--- config.mk ---
export PLATFORM = sky130hd
export DESIGN_NAME = delta_list_timer_queue
export DESIGN_NICKNAME = d
export VERILOG_FILES = /design/src/rtl/dltq_pkg.sv /design/src/rtl/dltq_mem.sv /design/src/rtl/dltq_alu.sv /design/src/rtl/dltq_ctrl.sv /design/src/rtl/delta_list_timer_queue.sv
export SDC_FILE = /design/constraint.sdc
export NUM_CORES = 1
export LEC_CHECK = 0
export BUFFER_PORTS_ARGS = -buffer_cell sky130_fd_sc_hd__buf_2
export CAP_MARGIN = 10
export CORE_MARGIN = 2
export CORE_UTILIZATION = 45
export DETAILED_ROUTE_END_ITERATION = 10
export SLEW_MARGIN = 20
export SYNTH_ARGS = -nofsm -noshare
export SYNTH_HDL_FRONTEND = slang
export SYNTH_HIERARCHICAL = 1
export SYNTH_SLANG_ARGS = --single-unit
--- constraint.sdc ---
create_clock -name clk -period 8.5 [get_ports clk]
set_clock_uncertainty 0.15 [all_clocks]
set_input_delay 0.85 -clock clk [delete_from_list [all_inputs] [get_ports clk]]
set_output_delay 0.85 -clock clk [all_outputs]
set_load 0.01 [all_outputs]
--- src/rtl/dltq_pkg.sv ---
// Shared types and constants of the delta-list timer queue.
// Used by dltq_alu, dltq_ctrl and the top level; depends on nothing.

package dltq_pkg;

	// Defaults for the top-level parameters.
	localparam int QUEUE_DEPTH_DEF = 16;
	localparam int KEY_BITS_DEF    = 8;

	// Fixed field widths of the item channels.
	localparam int DELTA_W = 16;
	localparam int KEY_W   = 8;

	// At most this many entries fire on one tick.
	localparam int MAX_FIRE = 16;
	localparam int FIRE_W   = $clog2(MAX_FIRE + 1);

	typedef enum logic [1:0] {
		OP_SOL_SCHED   = 2'd0,
		OP_PLAIN_SCHED = 2'd1,
		OP_CANCEL      = 2'd2,
		OP_TICK        = 2'd3
	} op_t;

	typedef enum logic [2:0] {
		STAT_DONE    = 3'd0,
		STAT_IGNORED = 3'd1,
		STAT_FULL    = 3'd2,
		STAT_FIRED   = 3'd3,
		STAT_NONE    = 3'd4
	} status_t;

	typedef enum logic {
		ALU_ADD = 1'b0,
		ALU_SUB = 1'b1
	} alu_op_t;

	// Sequencer states.
	typedef enum logic [3:0] {
		S_IDLE,
		S_F_RD,
		S_F_CMP,
		S_DECIDE,
		S_R_RD,
		S_R_WR,
		S_I_RD,
		S_I_CMP,
		S_I_SUB,
		S_U_RD,
		S_U_WR,
		S_T_RD,
		S_T_CMP,
		S_T_SUB,
		S_FIRE_OUT,
		S_DONE_OUT
	} seq_state_t;

	// One accepted input item.
	typedef struct packed {
		op_t                op;
		logic [KEY_W-1:0]   key;
		logic [DELTA_W-1:0] delay;
		logic [DELTA_W-1:0] ticks;
	} cmd_t;

	// One result item.
	typedef struct packed {
		status_t          status;
		logic [KEY_W-1:0] key;
		logic             sol;
		logic             last;
	} res_t;

endpackage

--- src/rtl/dltq_mem.sv ---
// Entry memory of the timer queue: one write port, one read port with
// registered read data. Depends on nothing.

module dltq_mem #(
	parameter int DEPTH = 16,
	parameter int WIDTH = 25
) (
	input  logic                     clk,
	input  logic                     rd_en,
	input  logic [$clog2(DEPTH)-1:0] rd_addr,
	output logic [WIDTH-1:0]         rd_data,
	input  logic                     wr_en,
	input  logic [$clog2(DEPTH)-1:0] wr_addr,
	input  logic [WIDTH-1:0]         wr_data
);

	logic [WIDTH-1:0] mem_q [DEPTH];

	// Write port.
	always_ff @(posedge clk) begin
		if (wr_en) begin
			mem_q[wr_addr] <= wr_data;
		end
	end

	// Read port; the data holds until the next read.
	always_ff @(posedge clk) begin
		if (rd_en) begin
			rd_data <= mem_q[rd_addr];
		end
	end

endmodule

--- src/rtl/dltq_alu.sv ---
// Shared adder/subtractor of the timer queue, with carry out and a
// saturated 16-bit view of the sum. Depends on dltq_pkg.

module dltq_alu
	import dltq_pkg::*;
#(
	parameter int AW = 20
) (
	input  alu_op_t            op,
	input  logic [AW-1:0]      a,
	input  logic [AW-1:0]      b,
	output logic [AW-1:0]      res,
	output logic               carry,
	output logic [DELTA_W-1:0] sat
);

	logic [AW:0] full;

	// One add or subtract; for a subtract the carry is the borrow (a < b).
	always_comb begin
		if (op == ALU_ADD) begin
			full = {1'b0, a} + {1'b0, b};
		end else begin
			full = {1'b0, a} - {1'b0, b};
		end
	end

	assign res   = full[AW-1:0];
	assign carry = full[AW];

	// Clamp a sum to the delta range.
	assign sat = (|full[AW:DELTA_W]) ? {DELTA_W{1'b1}} : full[DELTA_W-1:0];

endmodule

--- src/rtl/dltq_ctrl.sv ---
// Sequencer of the timer queue: walks the entry memory one entry at a time
// and drives the shared ALU. Depends on dltq_pkg.

module dltq_ctrl
	import dltq_pkg::*;
#(
	parameter int DEPTH    = QUEUE_DEPTH_DEF,
	parameter int KEY_BITS = KEY_BITS_DEF,
	localparam int IW      = $clog2(DEPTH),
	localparam int AW      = DELTA_W + IW,
	localparam int EW      = KEY_BITS + 1 + DELTA_W
) (
	input  logic               clk,
	input  logic               arst_n,
	// Command side.
	input  logic               cmd_valid,
	input  cmd_t               cmd,
	output logic               cmd_ready,
	// Result side.
	output logic               res_valid,
	output res_t               res,
	input  logic               res_ready,
	// Entry memory.
	output logic               rd_en,
	output logic [IW-1:0]      rd_addr,
	input  logic [EW-1:0]      rd_data,
	output logic               wr_en,
	output logic [IW-1:0]      wr_addr,
	output logic [EW-1:0]      wr_data,
	// Shared ALU.
	output alu_op_t            alu_op,
	output logic [AW-1:0]      alu_a,
	output logic [AW-1:0]      alu_b,
	input  logic [AW-1:0]      alu_res,
	input  logic               alu_carry,
	input  logic [DELTA_W-1:0] alu_sat
);

	localparam int LW = $clog2(DEPTH + 1);

	// Control state.
	seq_state_t          state_q, state_d;
	logic [LW-1:0]       len_q, len_d;
	logic [FIRE_W-1:0]   nfire_q, nfire_d;

	// Working registers of the current item.
	op_t                 op_q, op_d;
	logic [KEY_BITS-1:0] key_q, key_d;
	logic [DELTA_W-1:0]  delay_q, delay_d;
	logic [DELTA_W-1:0]  ticks_q, ticks_d;
	logic [LW-1:0]       idx_q, idx_d;
	logic [LW-1:0]       pos_q, pos_d;
	logic [AW-1:0]       abs_q, abs_d;
	logic                found_q, found_d;
	logic                fsol_q, fsol_d;
	logic [DELTA_W-1:0]  rem_q, rem_d;
	logic [KEY_BITS-1:0] pend_key_q, pend_key_d;
	logic                pend_sol_q, pend_sol_d;
	res_t                res_q, res_d;

	// Fields of the entry last read.
	logic [KEY_BITS-1:0] rd_key;
	logic                rd_sol;
	logic [DELTA_W-1:0]  rd_delta;
	logic [LW-1:0]       idx_nx;
	logic [LW-1:0]       idx_pv;

	assign rd_key   = rd_data[EW-1 -: KEY_BITS];
	assign rd_sol   = rd_data[DELTA_W];
	assign rd_delta = rd_data[DELTA_W-1:0];
	assign idx_nx   = idx_q + LW'(1);
	assign idx_pv   = idx_q - LW'(1);

	assign res       = res_q;
	assign res_valid = (state_q == S_FIRE_OUT) || (state_q == S_DONE_OUT);

	// Control registers.
	always_ff @(posedge clk or negedge arst_n) begin
		if (!arst_n) begin
			state_q <= S_IDLE;
			len_q   <= '0;
			nfire_q <= '0;
		end else begin
			state_q <= state_d;
			len_q   <= len_d;
			nfire_q <= nfire_d;
		end
	end

	// Working registers.
	always_ff @(posedge clk) begin
		op_q       <= op_d;
		key_q      <= key_d;
		delay_q    <= delay_d;
		ticks_q    <= ticks_d;
		idx_q      <= idx_d;
		pos_q      <= pos_d;
		abs_q      <= abs_d;
		found_q    <= found_d;
		fsol_q     <= fsol_d;
		rem_q      <= rem_d;
		pend_key_q <= pend_key_d;
		pend_sol_q <= pend_sol_d;
		res_q      <= res_d;
	end

	// Next state, memory and ALU control.
	always_comb begin
		state_d    = state_q;
		len_d      = len_q;
		nfire_d    = nfire_q;
		op_d       = op_q;
		key_d      = key_q;
		delay_d    = delay_q;
		ticks_d    = ticks_q;
		idx_d      = idx_q;
		pos_d      = pos_q;
		abs_d      = abs_q;
		found_d    = found_q;
		fsol_d     = fsol_q;
		rem_d      = rem_q;
		pend_key_d = pend_key_q;
		pend_sol_d = pend_sol_q;
		res_d      = res_q;
		cmd_ready  = 1'b0;
		rd_en      = 1'b0;
		rd_addr    = idx_q[IW-1:0];
		wr_en      = 1'b0;
		wr_addr    = idx_q[IW-1:0];
		wr_data    = rd_data;
		alu_op     = ALU_ADD;
		alu_a      = '0;
		alu_b      = '0;

		unique case (state_q)
			// Wait for an item and latch it.
			S_IDLE: begin
				cmd_ready = 1'b1;
				if (cmd_valid) begin
					op_d    = cmd.op;
					key_d   = KEY_BITS'(cmd.key);
					delay_d = cmd.delay;
					ticks_d = cmd.ticks;
					idx_d   = '0;
					abs_d   = '0;
					found_d = 1'b0;
					fsol_d  = 1'b0;
					rem_d   = '0;
					nfire_d = '0;
					state_d = (cmd.op == OP_TICK) ? S_T_RD : S_F_RD;
				end
			end

			// Search for the key, summing deltas into its absolute time.
			S_F_RD: begin
				if (idx_q < len_q) begin
					rd_en   = 1'b1;
					state_d = S_F_CMP;
				end else begin
					state_d = S_DECIDE;
				end
			end

			S_F_CMP: begin
				alu_op = ALU_ADD;
				alu_a  = abs_q;
				alu_b  = AW'(rd_delta);
				abs_d  = alu_res;
				if (rd_key == key_q) begin
					found_d = 1'b1;
					fsol_d  = rd_sol;
					rem_d   = rd_delta;
					state_d = S_DECIDE;
				end else begin
					idx_d   = idx_nx;
					state_d = S_F_RD;
				end
			end

			// Pick the path; the ALU checks delay against the absolute time.
			S_DECIDE: begin
				alu_op = ALU_SUB;
				alu_a  = AW'(delay_q);
				alu_b  = abs_q;
				if (op_q == OP_CANCEL) begin
					if (found_q) begin
						state_d = S_R_RD;
					end else begin
						res_d   = '{STAT_IGNORED, KEY_W'(key_q), 1'b0, 1'b1};
						state_d = S_DONE_OUT;
					end
				end else if (found_q) begin
					if (op_q == OP_SOL_SCHED && (fsol_q || !alu_carry)) begin
						res_d   = '{STAT_IGNORED, KEY_W'(key_q), 1'b0, 1'b1};
						state_d = S_DONE_OUT;
					end else begin
						state_d = S_R_RD;
					end
				end else if (len_q == LW'(DEPTH)) begin
					res_d   = '{STAT_FULL, KEY_W'(key_q), 1'b0, 1'b1};
					state_d = S_DONE_OUT;
				end else begin
					idx_d   = '0;
					state_d = S_I_RD;
				end
			end

			// Remove the entry at idx: shift the tail down one place and
			// fold the removed delta into the following entry.
			S_R_RD: begin
				rd_addr = idx_nx[IW-1:0];
				if (idx_nx < len_q) begin
					rd_en   = 1'b1;
					state_d = S_R_WR;
				end else begin
					len_d = len_q - LW'(1);
					priority case (op_q)
						OP_TICK: begin
							state_d = S_T_RD;
						end
						OP_CANCEL: begin
							res_d   = '{STAT_DONE, KEY_W'(key_q), 1'b0, 1'b1};
							state_d = S_DONE_OUT;
						end
						default: begin
							idx_d   = '0;
							state_d = S_I_RD;
						end
					endcase
				end
			end

			S_R_WR: begin
				alu_op  = ALU_ADD;
				alu_a   = AW'(rd_delta);
				alu_b   = AW'(rem_q);
				wr_en   = 1'b1;
				wr_data = {rd_key, rd_sol, alu_sat};
				rem_d   = '0;
				idx_d   = idx_nx;
				state_d = S_R_RD;
			end

			// Find the insertion point, consuming the delay entry by entry.
			S_I_RD: begin
				if (idx_q < len_q) begin
					rd_en   = 1'b1;
					state_d = S_I_CMP;
				end else begin
					pos_d   = idx_q;
					idx_d   = len_q;
					state_d = S_U_RD;
				end
			end

			S_I_CMP: begin
				alu_op = ALU_SUB;
				alu_a  = AW'(delay_q);
				alu_b  = AW'(rd_delta);
				if (alu_carry) begin
					state_d = S_I_SUB;
				end else begin
					delay_d = alu_res[DELTA_W-1:0];
					idx_d   = idx_nx;
					state_d = S_I_RD;
				end
			end

			// The entry at the insertion point keeps only the remainder.
			S_I_SUB: begin
				alu_op  = ALU_SUB;
				alu_a   = AW'(rd_delta);
				alu_b   = AW'(delay_q);
				wr_en   = 1'b1;
				wr_data = {rd_key, rd_sol, alu_res[DELTA_W-1:0]};
				pos_d   = idx_q;
				idx_d   = len_q;
				state_d = S_U_RD;
			end

			// Shift the tail up one place, then write the new entry.
			S_U_RD: begin
				rd_addr = idx_pv[IW-1:0];
				if (idx_q > pos_q) begin
					rd_en   = 1'b1;
					state_d = S_U_WR;
				end else begin
					wr_en   = 1'b1;
					wr_addr = pos_q[IW-1:0];
					wr_data = {key_q, op_q == OP_SOL_SCHED, delay_q};
					len_d   = len_q + LW'(1);
					res_d   = '{STAT_DONE, KEY_W'(key_q), 1'b0, 1'b1};
					state_d = S_DONE_OUT;
				end
			end

			S_U_WR: begin
				wr_en   = 1'b1;
				idx_d   = idx_pv;
				state_d = S_U_RD;
			end

			// Tick: look at the head entry.
			S_T_RD: begin
				rd_addr = '0;
				if (len_q == '0) begin
					if (nfire_q == '0) begin
						res_d = '{STAT_NONE, KEY_W'(key_q), 1'b0, 1'b1};
					end else begin
						res_d = '{STAT_FIRED, KEY_W'(pend_key_q), pend_sol_q, 1'b1};
					end
					state_d = S_DONE_OUT;
				end else begin
					rd_en   = 1'b1;
					state_d = S_T_CMP;
				end
			end

			// The head fires when its delta fits in the remaining ticks. The
			// previous fire is sent only now, since only now is it known
			// whether it is the last one.
			S_T_CMP: begin
				alu_op  = ALU_SUB;
				alu_a   = AW'(ticks_q);
				alu_b   = AW'(rd_delta);
				wr_addr = '0;
				if (alu_carry) begin
					state_d = S_T_SUB;
				end else if (nfire_q == FIRE_W'(MAX_FIRE)) begin
					wr_en   = 1'b1;
					wr_data = {rd_key, rd_sol, {DELTA_W{1'b0}}};
					res_d   = '{STAT_FIRED, KEY_W'(pend_key_q), pend_sol_q, 1'b1};
					state_d = S_DONE_OUT;
				end else begin
					ticks_d    = alu_res[DELTA_W-1:0];
					pend_key_d = rd_key;
					pend_sol_d = rd_sol;
					nfire_d    = nfire_q + FIRE_W'(1);
					idx_d      = '0;
					rem_d      = '0;
					if (nfire_q != '0) begin
						res_d   = '{STAT_FIRED, KEY_W'(pend_key_q), pend_sol_q, 1'b0};
						state_d = S_FIRE_OUT;
					end else begin
						state_d = S_R_RD;
					end
				end
			end

			// Head stays: reduce its delta and close the item.
			S_T_SUB: begin
				alu_op  = ALU_SUB;
				alu_a   = AW'(rd_delta);
				alu_b   = AW'(ticks_q);
				wr_en   = 1'b1;
				wr_addr = '0;
				wr_data = {rd_key, rd_sol, alu_res[DELTA_W-1:0]};
				if (nfire_q == '0) begin
					res_d = '{STAT_NONE, KEY_W'(key_q), 1'b0, 1'b1};
				end else begin
					res_d = '{STAT_FIRED, KEY_W'(pend_key_q), pend_sol_q, 1'b1};
				end
				state_d = S_DONE_OUT;
			end

			// A fire that is not the last; then remove the head.
			S_FIRE_OUT: begin
				if (res_ready) begin
					state_d = S_R_RD;
				end
			end

			// The last result of the item.
			S_DONE_OUT: begin
				if (res_ready) begin
					state_d = S_IDLE;
				end
			end
		endcase
	end

	// The queue never holds more than its depth.
	a_len_bound: assert property (@(posedge clk) disable iff (!arst_n)
		len_q <= LW'(DEPTH))
		else $error("queue length beyond depth");

	// The length moves by at most one entry per step.
	a_len_step: assert property (@(posedge clk) disable iff (!arst_n)
		(len_q != $past(len_q)) |->
		(len_q == $past(len_q) + LW'(1) || len_q == $past(len_q) - LW'(1)))
		else $error("queue length jumped");

	// An insertion only runs with a free slot.
	a_no_insert_full: assert property (@(posedge clk) disable iff (!arst_n)
		(state_q == S_U_RD || state_q == S_U_WR) |-> (len_q < LW'(DEPTH)))
		else $error("insertion into a full queue");

	// No tick fires more than the limit.
	a_fire_bound: assert property (@(posedge clk) disable iff (!arst_n)
		nfire_q <= FIRE_W'(MAX_FIRE))
		else $error("too many fires in one tick");

	// The memory is left alone between items.
	a_idle_no_write: assert property (@(posedge clk) disable iff (!arst_n)
		(state_q == S_IDLE) |-> !wr_en)
		else $error("memory write while idle");

endmodule

--- src/rtl/delta_list_timer_queue.sv ---
// Top level of the delta-list timer queue: stream ports, item unpacking and
// the output register. Depends on dltq_pkg, dltq_mem, dltq_alu, dltq_ctrl.
//
// Channel   Direction  Handshake          Content
// s_*       in         s_tvalid/s_tready  one operation on the queue
// m_*       out        m_tvalid/m_tready  one result, m_tlast on the last one
//
// Every queue entry visited is read, then used, through the memory read
// port and the shared ALU. s_tready is low while an item is being worked;
// the output register lets the next item in while the last result still
// waits. A stalled m_tready holds the sequencer at its next result. Reset
// empties the queue at once; no clearing pass is needed.

module delta_list_timer_queue
	import dltq_pkg::*;
#(
	parameter int QUEUE_DEPTH = QUEUE_DEPTH_DEF,
	parameter int KEY_BITS    = KEY_BITS_DEF
) (
	input  logic        clk,
	input  logic        arst_n,
	input  logic        s_tvalid,
	output logic        s_tready,
	input  logic [39:0] s_tdata,   // entry_key[7:0], delay_ticks[23:8], elapsed_ticks[39:24]
	input  logic [1:0]  s_tuser,   // operation[1:0]
	output logic        m_tvalid,
	input  logic        m_tready,
	output logic [7:0]  m_tdata,   // fired_key[7:0]
	output logic [3:0]  m_tuser,   // status[2:0], was_solicited[3]
	output logic        m_tlast    // last_result
);

	localparam int IW = $clog2(QUEUE_DEPTH);
	localparam int AW = DELTA_W + IW;
	localparam int EW = KEY_BITS + 1 + DELTA_W;

	cmd_t               cmd;
	logic               cmd_ready;
	logic               res_valid;
	res_t               res;
	logic               res_ready;
	logic               rd_en;
	logic [IW-1:0]      rd_addr;
	logic [EW-1:0]      rd_data;
	logic               wr_en;
	logic [IW-1:0]      wr_addr;
	logic [EW-1:0]      wr_data;
	alu_op_t            alu_op;
	logic [AW-1:0]      alu_a;
	logic [AW-1:0]      alu_b;
	logic [AW-1:0]      alu_res;
	logic               alu_carry;
	logic [DELTA_W-1:0] alu_sat;
	logic               out_valid_q;
	res_t               out_q;

	// Unpack the input item.
	always_comb begin
		cmd.op    = op_t'(s_tuser);
		cmd.key   = s_tdata[7:0];
		cmd.delay = s_tdata[23:8];
		cmd.ticks = s_tdata[39:24];
	end

	assign s_tready = cmd_ready;

	// Output register: refilled whenever it is empty or being drained.
	assign res_ready = !out_valid_q || m_tready;

	always_ff @(posedge clk or negedge arst_n) begin
		if (!arst_n) begin
			out_valid_q <= 1'b0;
		end else if (res_ready) begin
			out_valid_q <= res_valid;
		end
	end

	always_ff @(posedge clk) begin
		if (res_valid && res_ready) begin
			out_q <= res;
		end
	end

	assign m_tvalid = out_valid_q;
	assign m_tdata  = out_q.key;
	assign m_tuser  = {out_q.sol, out_q.status};
	assign m_tlast  = out_q.last;

	dltq_mem #(
		.DEPTH (QUEUE_DEPTH),
		.WIDTH (EW)
	) u_mem (
		.clk     (clk),
		.rd_en   (rd_en),
		.rd_addr (rd_addr),
		.rd_data (rd_data),
		.wr_en   (wr_en),
		.wr_addr (wr_addr),
		.wr_data (wr_data)
	);

	dltq_alu #(
		.AW (AW)
	) u_alu (
		.op    (alu_op),
		.a     (alu_a),
		.b     (alu_b),
		.res   (alu_res),
		.carry (alu_carry),
		.sat   (alu_sat)
	);

	dltq_ctrl #(
		.DEPTH    (QUEUE_DEPTH),
		.KEY_BITS (KEY_BITS)
	) u_ctrl (
		.clk       (clk),
		.arst_n    (arst_n),
		.cmd_valid (s_tvalid),
		.cmd       (cmd),
		.cmd_ready (cmd_ready),
		.res_valid (res_valid),
		.res       (res),
		.res_ready (res_ready),
		.rd_en     (rd_en),
		.rd_addr   (rd_addr),
		.rd_data   (rd_data),
		.wr_en     (wr_en),
		.wr_addr   (wr_addr),
		.wr_data   (wr_data),
		.alu_op    (alu_op),
		.alu_a     (alu_a),
		.alu_b     (alu_b),
		.alu_res   (alu_res),
		.alu_carry (alu_carry),
		.alu_sat   (alu_sat)
	);

endmodule
==> impl_table.tex, run 1 <==
\begin{tabular}{lr}
\hline
Metric & Value \\
\hline
\multicolumn{2}{l}{\textbf{Setup path}} \\
\quad Endpoint required time on the critical path & 8.59 ns \\
\quad Startpoint class of the critical path & flop \\
\quad Crit Path Max Fanout & 25 \\
\quad Nature of the critical path endpoint & flop \\
\quad Data arrival time of the worst path & 7.83 ns \\
\quad R2R cell count & 22 \\
\quad Setup Crit Path Kind & reg -> reg \\
\multicolumn{2}{l}{\textbf{Die}} \\
\quad Die Area & 59600 µm² \\
\quad Core area & 56700 µm² \\
\quad Starting density of the core & 0.457 \\
\quad Die height & 244 µm \\
\quad Number of core rows & 87 \\
\quad IO Pins & 61 \\
\quad Width of the die & 244 µm \\
\multicolumn{2}{l}{\textbf{Drt}} \\
\quad Detail-routed via count per cell & 6.01 \\
\quad Iteration-0 DRC Markers & 1638 \\
\quad Drt first pass iters & 8 \\
\quad Remaining routing DRC violations & 0 \\
\quad Total Routed Length & 65.3 mm \\
\quad Post-detailed-route wirelength per cell & 25.1 µm \\
\quad Final antenna-violating net count & 0 \\
\quad Total via count after detailed routing & 15.6k \\
\multicolumn{2}{l}{\textbf{Synthesis}} \\
\quad Top flip-flop cell by instance count after synthesis & sky130\_fd\_sc\_hd\_\_edfxtp\_1 \\
\quad Synthesized area per cell & 15.2 µm² \\
\quad Syn\_nets & 1798 \\
\quad Sequential-to-total area share from yosys stat & 0.651 \\
\quad Most numerous cell types in the synthesized netlist & sky130\_fd\_sc\_hd\_\_edfxtp\_1 (550), sky130\_fd\_sc\_hd\_\_nand2\_1 (188), sky130\_fd\_sc\_hd\_\_mux4\_2 (100) \\
\quad Post-synthesis instance area & 25900 µm² \\
\quad Number of distinct standard cells referenced by the synthesized netlist & 97 \\
\quad Share of flip-flops with an asynchronous set or reset & 0.0265 \\
\quad Most repeated cell in the gate-level netlist after synthesis & sky130\_fd\_sc\_hd\_\_edfxtp\_1 \\
\quad Count of warnings emitted by yosys & 6 \\
\quad Post-synth top area cell & sky130\_fd\_sc\_hd\_\_edfxtp\_1 \\
\quad Dominant cells by area after synthesis & sky130\_fd\_sc\_hd\_\_edfxtp\_1 (64\%), sky130\_fd\_sc\_hd\_\_mux4\_2 (8.7\%), sky130\_fd\_sc\_hd\_\_nand2\_1 (2.7\%), sky130\_fd\_sc\_hd\_\_a22oi\_1 (2.4\%), sky130\_fd\_sc\_hd\_\_ha\_1 (2.0\%) \\
\quad Synth Register Bits & 565 \\
\quad Gate count of the mapped netlist & 1709 \\
\quad Number of enable-type register cells in the synthesized netlist & 550 \\
\quad Area fraction of the dominant cell type after synthesis & 0.637 \\
\multicolumn{2}{l}{\textbf{Clocking}} \\
\quad Clock Pin Slew Worst Setup and Hold Paths & 0.06 ns \\
\quad Count of H-tree levels built during CTS & 2 \\
\quad Clock Sink Count & 565 \\
\quad TritonCTS buffer count & 59 \\
\quad Clock latency on the worst-skew pair & 0.61 ns \\
\quad Clock Path Buffers & 3 \\
\quad Post-CTS sizing & 0 \\
\quad CTS tree & done \\
\quad Clock root buffer & sky130\_fd\_sc\_hd\_\_clkbuf\_16 \\
\multicolumn{2}{l}{\textbf{Final layout}} \\
\quad Layout filler cell count & 4649 \\
\quad Area grow syn2layout & 13.1\% \\
\quad Post-route cell area & 29300 µm² \\
\quad Layout cells sized above 1 & 0.222 \\
\quad Number of nets in the final layout & 1885 \\
\multicolumn{2}{l}{\textbf{Timing}} \\
\quad Worst-margin pin slew & 1.16 ns \\
\quad Fin. Hold Viols & 0 \\
\quad Sum of negative setup slack & 0 ns \\
\quad Final Slew Violations & 0 \\
\quad RSZ-0062 raised after global routing & no \\
\quad Worst-case hold slack & 0.267 ns \\
\quad Relative slew margins & 0.225 \\
\quad Number of setup violations in the final report & 0 \\
\quad Final period utilization & 0.910 \\
\quad Fin crit period & 7.74 ns \\
\quad Upper clock frequency limit & 129 MHz \\
\multicolumn{2}{l}{\textbf{Outcome}} \\
\quad Run status & finished, final reports clean \\
\multicolumn{2}{l}{\textbf{Global route}} \\
\quad Pin count of the biggest net entering global routing & 101 \\
\quad Number of global-route vias before repair & 15.8k \\
\quad Overflow after GRT & 0 \\
\quad First-pass GRT wire length & 99.0 mm \\
\quad Total GRT Usage & 0.220 \\
\quad Number of antenna violations at the first check in global routing & 1 \\
\multicolumn{2}{l}{\textbf{Placement}} \\
\quad Instance area after placement & 27300 µm² \\
\quad Buffers added on ports & 60 \\
\quad RePlAce Congestion & 0.909 \\
\quad HPWL after DPL & 42.5 mm \\
\multicolumn{2}{l}{\textbf{Flow run}} \\
\quad Number of violations of the max-capacitance limit & 0 \\
\multicolumn{2}{l}{\textbf{Min path}} \\
\quad Worst hold-check path type & reg -> reg \\
\quad Number of cells on the worst hold path & 0 \\
\hline
\end{tabular}
-- per-stage QoR --
step           instances   util  worst slack, ns
2_1_floorplan       1709      -            0.731
3_3_place_gp        2490  0.481             1.11
3_5_place_dp        2490  0.481            0.919
4_1_cts             2601  0.517            0.853
5_1_grt             2601  0.517            0.289
6_report            2602  0.517            0.761
-- layout by cell type (no fill, tap or decap), types with 11 or more instances in the layout --
| cell | n |
|---|---|
| sky130_fd_sc_hd__mux4_2 | 100 |
| sky130_fd_sc_hd__edfxtp_1 | 550 |
| sky130_fd_sc_hd__nand3_2 | 11 |
| sky130_fd_sc_hd__a22oi_1 | 83 |
| sky130_fd_sc_hd__inv_1 | 28 |
| sky130_fd_sc_hd__a31oi_1 | 18 |
| sky130_fd_sc_hd__and3_1 | 46 |
| sky130_fd_sc_hd__nand3_1 | 40 |
| sky130_fd_sc_hd__a221o_1 | 17 |
| sky130_fd_sc_hd__nand2_1 | 188 |
| sky130_fd_sc_hd__nor2_4 | 13 |
| sky130_fd_sc_hd__dfrtp_1 | 15 |
| sky130_fd_sc_hd__a22o_1 | 17 |
| sky130_fd_sc_hd__a21oi_1 | 37 |
| sky130_fd_sc_hd__buf_2 | 60 |
| sky130_fd_sc_hd__xnor2_1 | 34 |
| sky130_fd_sc_hd__nor3_1 | 16 |
| sky130_fd_sc_hd__clkbuf_16 | 59 |
| sky130_fd_sc_hd__a222oi_1 | 17 |
| sky130_fd_sc_hd__mux2_2 | 17 |
| sky130_fd_sc_hd__nor2_1 | 57 |
| sky130_fd_sc_hd__ha_1 | 41 |
| sky130_fd_sc_hd__xor2_1 | 19 |
| sky130_fd_sc_hd__buf_4 | 57 |
| sky130_fd_sc_hd__a21o_1 | 16 |
| sky130_fd_sc_hd__o21ai_0 | 45 |
-- flip-flops by register name (all words and copies together) (netlist names), 2 cells and up --
register           flops
m_tdata                8
m_tuser                4
u_ctrl/op_q            2
u_ctrl/abs_q          20
u_mem/mem_q          400
u_ctrl/nfire_q         5
u_ctrl/delay_q        16
u_ctrl/ticks_q        16
u_mem/rd_data         25
u_ctrl/pos_q           5
u_ctrl/key_q           8
u_ctrl/res            13
u_ctrl/rem_q          16
u_ctrl/len_q           5
u_ctrl/state_q         4
u_ctrl/pend_key_q      8
u_ctrl/idx_q           5
-- what timing repair did --
| item | CTS | global route |
|---|---|---|
| buffers inserted | 0 | 0 |
| hold endpoints to repair | 10 | 0 |
| hold buffers | 1 | 0 |
-- final cells by class --
type                            instances  area, µm²  area share
Antenna cell                            1       2.50   0.0000853
Clock buffer                           69       1540      0.0526
Clock inverter                         41        480      0.0164
Inverter                               34        128     0.00435
Multi-Input combinational cell       1015       8540       0.291
Sequential cell                       565      16900       0.576
Tap cell                              756        946      0.0322
Timing Repair Buffer                  121        798      0.0272
-- critical path: stages, from the launching register on --
cell,delay [ns]
sky130_fd_sc_hd__dfrtp_1,0.66
sky130_fd_sc_hd__nand2b_1,0.48
sky130_fd_sc_hd__nor2_2,0.28
sky130_fd_sc_hd__a22oi_1,0.25
sky130_fd_sc_hd__nand3_1,0.18
sky130_fd_sc_hd__nor3_1,0.34
sky130_fd_sc_hd__nand2_1,0.16
sky130_fd_sc_hd__nor4_1,0.68
sky130_fd_sc_hd__a21o_1,0.26
sky130_fd_sc_hd__o21ai_0,0.13
sky130_fd_sc_hd__xnor2_1,0.17
sky130_fd_sc_hd__ha_1,0.36
sky130_fd_sc_hd__a21o_1,0.27
sky130_fd_sc_hd__a21o_1,0.21
sky130_fd_sc_hd__a221o_1,0.33
sky130_fd_sc_hd__a31oi_1,0.27
sky130_fd_sc_hd__xor2_1,0.20
sky130_fd_sc_hd__nor2_1,0.19
sky130_fd_sc_hd__a32oi_1,0.12
sky130_fd_sc_hd__o211ai_1,0.47
sky130_fd_sc_hd__or3b_2,0.61
sky130_fd_sc_hd__nor3_2,0.14
sky130_fd_sc_hd__buf_4,0.41
-- path summary, 6_finish.rpt --
| check | start | slack (ns) | end |
|---|---|---|---|
| setup / recovery | u_ctrl/state_q[2] | 0.76 | u_mem/mem_q[0][10] |
| hold / removal | u_ctrl/res[4] | 0.27 | m_tdata[2] |
| setup reg to reg | u_ctrl/state_q[2] | 0.76 | u_mem/mem_q[0][10] |
| hold reg to reg | u_ctrl/res[4] | 0.27 | m_tdata[2] |
| max in group asynchronous | arst_n | 7.33 | u_ctrl/nfire_q[4] |
| min in group asynchronous | arst_n | 0.57 | u_ctrl/state_q[3] |
-- cell families (layout without fill, tap and decap cells) --
| kind of cell | count (synthesis) | after routing | share of synthesized area |
|---|---|---|---|
| simple gates | 456 | 456 | 0.0886 |
| xor+xnor | 53 | 53 | 0.0179 |
| flops | 565 | 565 | 0.651 |
| fa+ha+maj | 43 | 43 | 0.0213 |
| other cells | 0 | 1 | 0 |
| mux | 133 | 133 | 0.101 |
| buf+inv | 129 | 265 | 0.0249 |
| compound gates | 330 | 330 | 0.0948 |
-- metal layers --
| metal | track usage | up-vias | routed length, µm |
|---|---|---|---|
| li1 | - | 6978 | - |
| met1 | 0.321 | 8053 | 29000 |
| met2 | 0.347 | 523 | 30800 |
| met3 | 0.0325 | 95 | 4000 |
| met4 | 0.0599 | 0 | 1550 |
| met5 | 0 | - | 0 |
Power of run 1 is left out: the tool's default activity adds up to more than one toggle a clock period on the data nets, which glitch-free logic cannot reach.
==> run 2, diff against run 1 <==
--- a/config.mk
+++ b/config.mk
@@ -5,6 +5,7 @@
 export SDC_FILE = /design/constraint.sdc
 export NUM_CORES = 1
 export LEC_CHECK = 0
+export ABC_AREA = 1
 export BUFFER_PORTS_ARGS = -buffer_cell sky130_fd_sc_hd__buf_2
 export CAP_MARGIN = 10
 export CORE_MARGIN = 2
==> constraint.sdc (replaced) <==
create_clock -name clk -period 8.7 [get_ports clk]
set_clock_uncertainty 0.15 [all_clocks]
set_input_delay 0.87 -clock clk [delete_from_list [all_inputs] [get_ports clk]]
set_output_delay 0.87 -clock clk [all_outputs]
set_load 0.01 [all_outputs]
==> impl_table.tex, run 2 <==
\begin{tabular}{lr}
\hline
Metric & Value \\
\hline
\multicolumn{2}{l}{\textbf{Synthesis}} \\
\quad Count of warnings emitted by yosys & 6 \\
\quad Gate count of the mapped netlist & 2982 \\
\quad Syn\_nets & 3071 \\
\quad Most numerous cell types in the synthesized netlist & sky130\_fd\_sc\_hd\_\_nand2\_1 (863), sky130\_fd\_sc\_hd\_\_edfxtp\_1 (550), sky130\_fd\_sc\_hd\_\_inv\_1 (506) \\
\quad Dominant cells by area after synthesis & sky130\_fd\_sc\_hd\_\_edfxtp\_1 (58\%), sky130\_fd\_sc\_hd\_\_nand2\_1 (11\%), sky130\_fd\_sc\_hd\_\_nand3\_1 (7.0\%), sky130\_fd\_sc\_hd\_\_inv\_1 (6.7\%), sky130\_fd\_sc\_hd\_\_nor2\_1 (2.0\%) \\
\quad Synthesized area per cell & 9.48 µm² \\
\quad Number of distinct standard cells referenced by the synthesized netlist & 49 \\
\quad Post-synthesis instance area & 28300 µm² \\
\quad Share of flip-flops with an asynchronous set or reset & 0.0265 \\
\quad Number of enable-type register cells in the synthesized netlist & 550 \\
\quad Area fraction of the dominant cell type after synthesis & 0.584 \\
\quad Post-synth top area cell & sky130\_fd\_sc\_hd\_\_edfxtp\_1 \\
\quad Sequential-to-total area share from yosys stat & 0.598 \\
\quad Synth Register Bits & 565 \\
\quad Top flip-flop cell by instance count after synthesis & sky130\_fd\_sc\_hd\_\_edfxtp\_1 \\
\quad Most repeated cell in the gate-level netlist after synthesis & sky130\_fd\_sc\_hd\_\_nand2\_1 \\
\multicolumn{2}{l}{\textbf{Global route}} \\
\quad Number of global-route vias before repair & 19.9k \\
\quad Number of antenna violations at the first check in global routing & 0 \\
\quad First-pass GRT wire length & 118 mm \\
\quad Total GRT Usage & 0.240 \\
\quad Overflow after GRT & 0 \\
\quad Pin count of the biggest net entering global routing & 132 \\
\multicolumn{2}{l}{\textbf{Clocking}} \\
\quad Clock Path Buffers & 3 \\
\quad Clock latency on the worst-skew pair & 0.66 ns \\
\quad Clock Pin Slew Worst Setup and Hold Paths & 0.06 ns \\
\quad Count of H-tree levels built during CTS & 2 \\
\quad Clock Sink Count & 565 \\
\quad Clock root buffer & sky130\_fd\_sc\_hd\_\_clkbuf\_16 \\
\quad Post-CTS repair timing setup buffer count & 0 \\
\quad TritonCTS buffer count & 61 \\
\quad Hold-fix buffer count after cts & 1 \\
\quad CTS tree & done \\
\quad Post-CTS sizing & 0 \\
\multicolumn{2}{l}{\textbf{Die}} \\
\quad Die height & 255 µm \\
\quad IO Pins & 61 \\
\quad Width of the die & 255 µm \\
\quad Core area & 61900 µm² \\
\quad Number of core rows & 91 \\
\quad Starting density of the core & 0.456 \\
\quad Die Area & 64800 µm² \\
\multicolumn{2}{l}{\textbf{Final layout}} \\
\quad Biggest register & u\_mem/mem\_q \\
\quad Biggest regs & u\_mem/mem\_q: 400 flops, u\_mem/rd\_data: 25 flops, u\_ctrl/abs\_q: 20 flops \\
\quad Layout cells sized above 1 & 0.0890 \\
\quad Flip-flop count of the largest register, all copies and words added & 400 \\
\quad Number of nets in the final layout & 3106 \\
\quad Commonest cells after routing, fill and taps aside & sky130\_fd\_sc\_hd\_\_nand2\_1 (862), sky130\_fd\_sc\_hd\_\_edfxtp\_1 (550), sky130\_fd\_sc\_hd\_\_inv\_1 (504) \\
\quad Most common library cell in the layout ignoring fill and taps & sky130\_fd\_sc\_hd\_\_nand2\_1 \\
\quad Layout filler cell count & 5689 \\
\quad Area grow syn2layout & 10.6\% \\
\quad Antenna cells & 0 \\
\multicolumn{2}{l}{\textbf{Timing}} \\
\quad Final period utilization & 0.854 \\
\quad Fin crit period & 7.43 ns \\
\quad RSZ-0062 raised after global routing & no \\
\quad Final Slew Violations & 0 \\
\quad Relative slew margins & 0.291 \\
\quad Fin. Hold Viols & 0 \\
\quad Worst-margin pin slew & 1.06 ns \\
\quad Number of setup violations in the final report & 0 \\
\quad Upper clock frequency limit & 135 MHz \\
\quad Sum of negative setup slack & 0 ns \\
\multicolumn{2}{l}{\textbf{Placement}} \\
\quad HPWL after DPL & 51.0 mm \\
\quad RePlAce Congestion & 0.972 \\
\quad Buffers added on ports & 60 \\
\multicolumn{2}{l}{\textbf{Outcome}} \\
\quad Run status & finished, final reports clean \\
\multicolumn{2}{l}{\textbf{Setup path}} \\
\quad Cell repeated most along the worst path & sky130\_fd\_sc\_hd\_\_nand2\_1 \\
\quad Crit Path Max Fanout & 25 \\
\quad Library cell contributing the largest single delay on the critical path & sky130\_fd\_sc\_hd\_\_nor2\_4 \\
\quad Startpoint class of the critical path & flop \\
\quad Data arrival time of the worst path & 7.52 ns \\
\quad Setup Crit Path Kind & reg -> reg \\
\quad Delay contributed by the slowest stage of the critical path & 0.81 ns \\
\quad Endpoint required time on the critical path & 8.79 ns \\
\quad Nature of the critical path endpoint & flop \\
\multicolumn{2}{l}{\textbf{Min path}} \\
\quad Worst hold-check path type & in -> reg \\
\multicolumn{2}{l}{\textbf{Drt}} \\
\quad Detail-routed via count per cell & 5.29 \\
\quad Final antenna-violating net count & 0 \\
\quad Iteration-0 DRC Markers & 1925 \\
\quad Drt first pass iters & 7 \\
\quad Remaining routing DRC violations & 0 \\
\quad Total Routed Length & 77.0 mm \\
\quad Total via count after detailed routing & 20.7k \\
\quad Post-detailed-route wirelength per cell & 19.7 µm \\
\multicolumn{2}{l}{\textbf{Flow run}} \\
\quad Number of violations of the max-capacitance limit & 0 \\
\hline
\end{tabular}
run 2: final cells by class:
class	instances	area, µm²	share of cell area
clock inverter	46	460	0.0147
inverter	522	1970	0.0629
timing repair buffer	91	536	0.0171
multi-input combinational	1776	8770	0.281
tap	837	1050	0.0335
clock buffer	69	1580	0.0505
sequential	565	16900	0.541
run 2: through the flow:
step	hold slack (ns)	setup slack (ns)	instance area [µm²]	std cells	util
2_1_floorplan	0.250	2.69	28300	2982	-
3_3_place_gp	0.260	1.53	29200	3790	0.471
3_5_place_dp	0.258	1.36	29200	3790	0.471
4_1_cts	0.215	1.31	31200	3906	0.504
5_1_grt	0.221	0.685	31200	3906	0.504
6_report	0.251	1.27	31200	3906	0.504
run 2: worst paths after layout:
check                                   from                   to  slack [ns]  depth (start not counted)
max in group asynchronous             arst_n    u_ctrl/state_q[2]        7.62                          2
min                               s_tdata[7]      u_ctrl/key_q[7]        0.25                          1
min reg2reg                   u_ctrl/res[12]           m_tuser[2]        0.27                          0
max reg2reg                u_ctrl/state_q[2]  u_mem/mem_q[14][10]        1.27                         27
max                        u_ctrl/state_q[2]  u_mem/mem_q[14][10]        1.27                         27
min in group asynchronous             arst_n    u_ctrl/nfire_q[0]        0.51                          2
run 2: cells by family after synthesis:
group / after synthesis / share of synthesized area
flip-flops: 565 / 0.598
XOR/XNOR: 43 / 0.0133
buffers and inverters: 641 / 0.0992
AND/OR/NAND/NOR: 1485 / 0.226
adder cells (fa/ha/maj): 43 / 0.0196
AO/OA/AOI/OAI: 205 / 0.0444
run 2: metal layers:
| layer | up-vias | global-route usage | share of wire |
|---|---|---|---|
| met5 | - | 0 | 0 |
| met4 | 0 | 0.0922 | 0.036 |
| met3 | 157 | 0.0384 | 0.078 |
| met2 | 814 | 0.377 | 0.45 |
| met1 | 9852 | 0.336 | 0.44 |
| li1 | 9838 | - | - |
run 2: worst max-delay path, delay by kind of cell (launching register included):
kind | cells | cell delay [ns]
and+or+nand+nor | 15 | 3.21
AOI/OAI and AO/OA | 4 | 1.52
buffers and inverters | 5 | 0.99
adders and majority gates | 2 | 0.48
DFF | 1 | 0.47
xor gates and xnor gates | 1 | 0.17
Power of run 2 is left out for the same reason.
==> run 3, diff against run 2 <==
--- a/config.mk
+++ b/config.mk
@@ -11,6 +11,7 @@
 export CORE_MARGIN = 2
 export CORE_UTILIZATION = 45
 export DETAILED_ROUTE_END_ITERATION = 10
+export REMOVE_ABC_BUFFERS = 1
 export SLEW_MARGIN = 20
 export SYNTH_ARGS = -nofsm -noshare
 export SYNTH_HDL_FRONTEND = slang
==> impl_table.tex, run 3 (synthesized netlist as in run 2, its figures left out) <==
\begin{tabular}{lr}
\hline
Metric & Value \\
\hline
\multicolumn{2}{l}{\textbf{Setup path}} \\
\quad Crit Path Max Fanout & 25 \\
\quad Startpoint class of the critical path & flop \\
\quad Data arrival time of the worst path & 7.65 ns \\
\quad R2R cell count & 27 \\
\quad Setup Crit Path Kind & reg -> reg \\
\quad Endpoint required time on the critical path & 8.81 ns \\
\quad Nature of the critical path endpoint & flop \\
\quad Origin of the critical flop-to-flop path & u\_ctrl/state\_q[2] \\
\quad Terminus of the critical flop-to-flop path & u\_mem/mem\_q[9][14] \\
\quad Register-to-Register Setup Slack & 1.16 ns \\
\multicolumn{2}{l}{\textbf{Timing}} \\
\quad Upper clock frequency limit & 133 MHz \\
\quad Worst-margin pin slew & 1.10 ns \\
\quad Relative slew margins & 0.266 \\
\quad Number of setup violations in the final report & 0 \\
\quad Final setup slack of the worst path & 1.16 ns \\
\quad RSZ-0062 raised after global routing & no \\
\quad Fin. Hold Viols & 0 \\
\quad Fin crit period & 7.54 ns \\
\quad Final period utilization & 0.866 \\
\quad Final Slew Violations & 0 \\
\multicolumn{2}{l}{\textbf{Min path}} \\
\quad Worst hold-check path type & in -> reg \\
\quad Destination of the worst hold path & u\_ctrl/key\_q[6] \\
\quad Number of cells on the worst hold path & 1 \\
\quad Hold wc startpoint & s\_tdata[6] \\
\multicolumn{2}{l}{\textbf{Clocking}} \\
\quad Clock Pin Slew Worst Setup and Hold Paths & 0.06 ns \\
\quad TritonCTS buffer count & 60 \\
\quad Post-CTS sizing & 0 \\
\quad Clock latency on the worst-skew pair & 0.65 ns \\
\quad Clock Path Buffers & 3 \\
\quad CTS tree & done \\
\quad Clock root buffer & sky130\_fd\_sc\_hd\_\_clkbuf\_16 \\
\quad Clock Sink Count & 565 \\
\quad Hold-fix buffer count after cts & 1 \\
\quad Count of H-tree levels built during CTS & 2 \\
\quad Post-CTS repair timing setup buffer count & 0 \\
\multicolumn{2}{l}{\textbf{Placement}} \\
\quad RePlAce Congestion & 0.947 \\
\quad HPWL after DPL & 52.5 mm \\
\quad Dpl ws & 1.34 ns \\
\quad Buffers added on ports & 60 \\
\multicolumn{2}{l}{\textbf{Final layout}} \\
\quad Biggest register & u\_mem/mem\_q \\
\quad Antenna cells & 0 \\
\quad Most common library cell in the layout ignoring fill and taps & sky130\_fd\_sc\_hd\_\_nand2\_1 \\
\quad Number of nets in the final layout & 3102 \\
\quad Layout cells sized above 1 & 0.0845 \\
\quad Share of the core filled with cells & 0.504 \\
\quad Biggest regs & u\_mem/mem\_q: 400 flops, u\_mem/rd\_data: 25 flops, u\_ctrl/abs\_q: 20 flops \\
\quad Layout filler cell count & 5750 \\
\quad Commonest cells after routing, fill and taps aside & sky130\_fd\_sc\_hd\_\_nand2\_1 (862), sky130\_fd\_sc\_hd\_\_edfxtp\_1 (550), sky130\_fd\_sc\_hd\_\_inv\_1 (504) \\
\quad Area grow syn2layout & 10.5\% \\
\quad Flip-flop count of the largest register, all copies and words added & 400 \\
\multicolumn{2}{l}{\textbf{Global route}} \\
\quad Number of antenna violations at the first check in global routing & 0 \\
\quad Number of global-route vias before repair & 19.7k \\
\quad Pin count of the biggest net entering global routing & 126 \\
\quad Overflow after GRT & 0 \\
\quad First-pass GRT wire length & 119 mm \\
\quad Total GRT Usage & 0.243 \\
\multicolumn{2}{l}{\textbf{Drt}} \\
\quad Final antenna-violating net count & 0 \\
\quad Iteration-0 DRC Markers & 2306 \\
\quad Post-detailed-route wirelength per cell & 20.1 µm \\
\quad Detail-routed via count per cell & 5.31 \\
\quad Total Routed Length & 78.3 mm \\
\quad Drt first pass iters & 5 \\
\quad Total via count after detailed routing & 20.7k \\
\quad Remaining routing DRC violations & 0 \\
\multicolumn{2}{l}{\textbf{Die}} \\
\quad IO Pins & 61 \\
\quad Core area & 61900 µm² \\
\quad Number of core rows & 91 \\
\quad Width of the die & 255 µm \\
\quad Die height & 255 µm \\
\quad Die Area & 64800 µm² \\
\quad Starting density of the core & 0.456 \\
\multicolumn{2}{l}{\textbf{Outcome}} \\
\quad Run status & finished, final reports clean \\
\multicolumn{2}{l}{\textbf{Flow run}} \\
\quad Number of violations of the max-capacitance limit & 0 \\
\hline
\end{tabular}
==> run 3: worst max-delay path by stage <==
stage	start	end	depth (start not counted)
global route	u_ctrl/state_q[2]	u_mem/mem_q[9][9]	27
floorplan	u_ctrl/state_q[3]	u_mem/rd_data[10]	15
detailed placement	u_ctrl/state_q[2]	u_mem/mem_q[9][15]	27
global placement	u_ctrl/state_q[2]	u_mem/mem_q[9][15]	27
finish	u_ctrl/state_q[2]	u_mem/mem_q[9][14]	27
CTS	u_ctrl/state_q[2]	u_mem/mem_q[9][14]	27
==> run 3: metal layers <==
layer  GRT usage  vias to the layer above  routed length, µm
met5           0                        -                  0
met3      0.0330                      138               6010
met4      0.0837                        0               2530
met2       0.378                      883              35200
met1       0.351                     9858              34600
li1            -                     9828                  -
==> run 3: through the flow <==
stage	setup TNS [ns]	instances	area, µm²	hold slack (ns)
6_report	0	3901	31200	0.244
2_1_floorplan	-269.84	2863	27400	0.250
3_3_place_gp	0	3787	29200	0.259
5_1_grt	0	3901	31200	0.228
4_1_cts	0	3901	31200	0.208
3_5_place_dp	0	3787	29200	0.255
==> run 3: final cells by class <==
type	instances	area [µm²]	share of cell area
clock buffer	72	1550	0.0495
clock inverter	41	477	0.0153
inverter	522	1970	0.0630
multi-input combinational	1776	8760	0.280
sequential	565	16900	0.541
tap	837	1050	0.0335
timing repair buffer	88	538	0.0172
==> run 3: critical path, stage by stage, from the launching register on <==
cell and delay, ns:
sky130_fd_sc_hd__dfrtp_1 0.48, sky130_fd_sc_hd__nand2_1 0.20, sky130_fd_sc_hd__inv_1 0.11, sky130_fd_sc_hd__nand2_1 0.15, sky130_fd_sc_hd__clkinv_1 0.52, sky130_fd_sc_hd__a22oi_1 0.38, sky130_fd_sc_hd__nand4_1 0.16, sky130_fd_sc_hd__inv_1 0.11
sky130_fd_sc_hd__ha_1 0.17, sky130_fd_sc_hd__nand2_1 0.08, sky130_fd_sc_hd__inv_1 0.08, sky130_fd_sc_hd__nand3_1 0.10, sky130_fd_sc_hd__nor2_1 0.16, sky130_fd_sc_hd__nand3_1 0.12, sky130_fd_sc_hd__nand2_1 0.15, sky130_fd_sc_hd__o21ai_0 0.16
sky130_fd_sc_hd__nor2_1 0.17, sky130_fd_sc_hd__xor2_1 0.17, sky130_fd_sc_hd__ha_1 0.31, sky130_fd_sc_hd__nand2_1 0.15, sky130_fd_sc_hd__nor2_1 0.05, sky130_fd_sc_hd__a211oi_1 0.37, sky130_fd_sc_hd__nand3_1 0.19, sky130_fd_sc_hd__nand2_4 0.30
sky130_fd_sc_hd__inv_1 0.18, sky130_fd_sc_hd__o2111ai_1 0.63, sky130_fd_sc_hd__nand3b_1 0.46, sky130_fd_sc_hd__nor2_4 0.86
Power of run 3 is left out for the same reason.
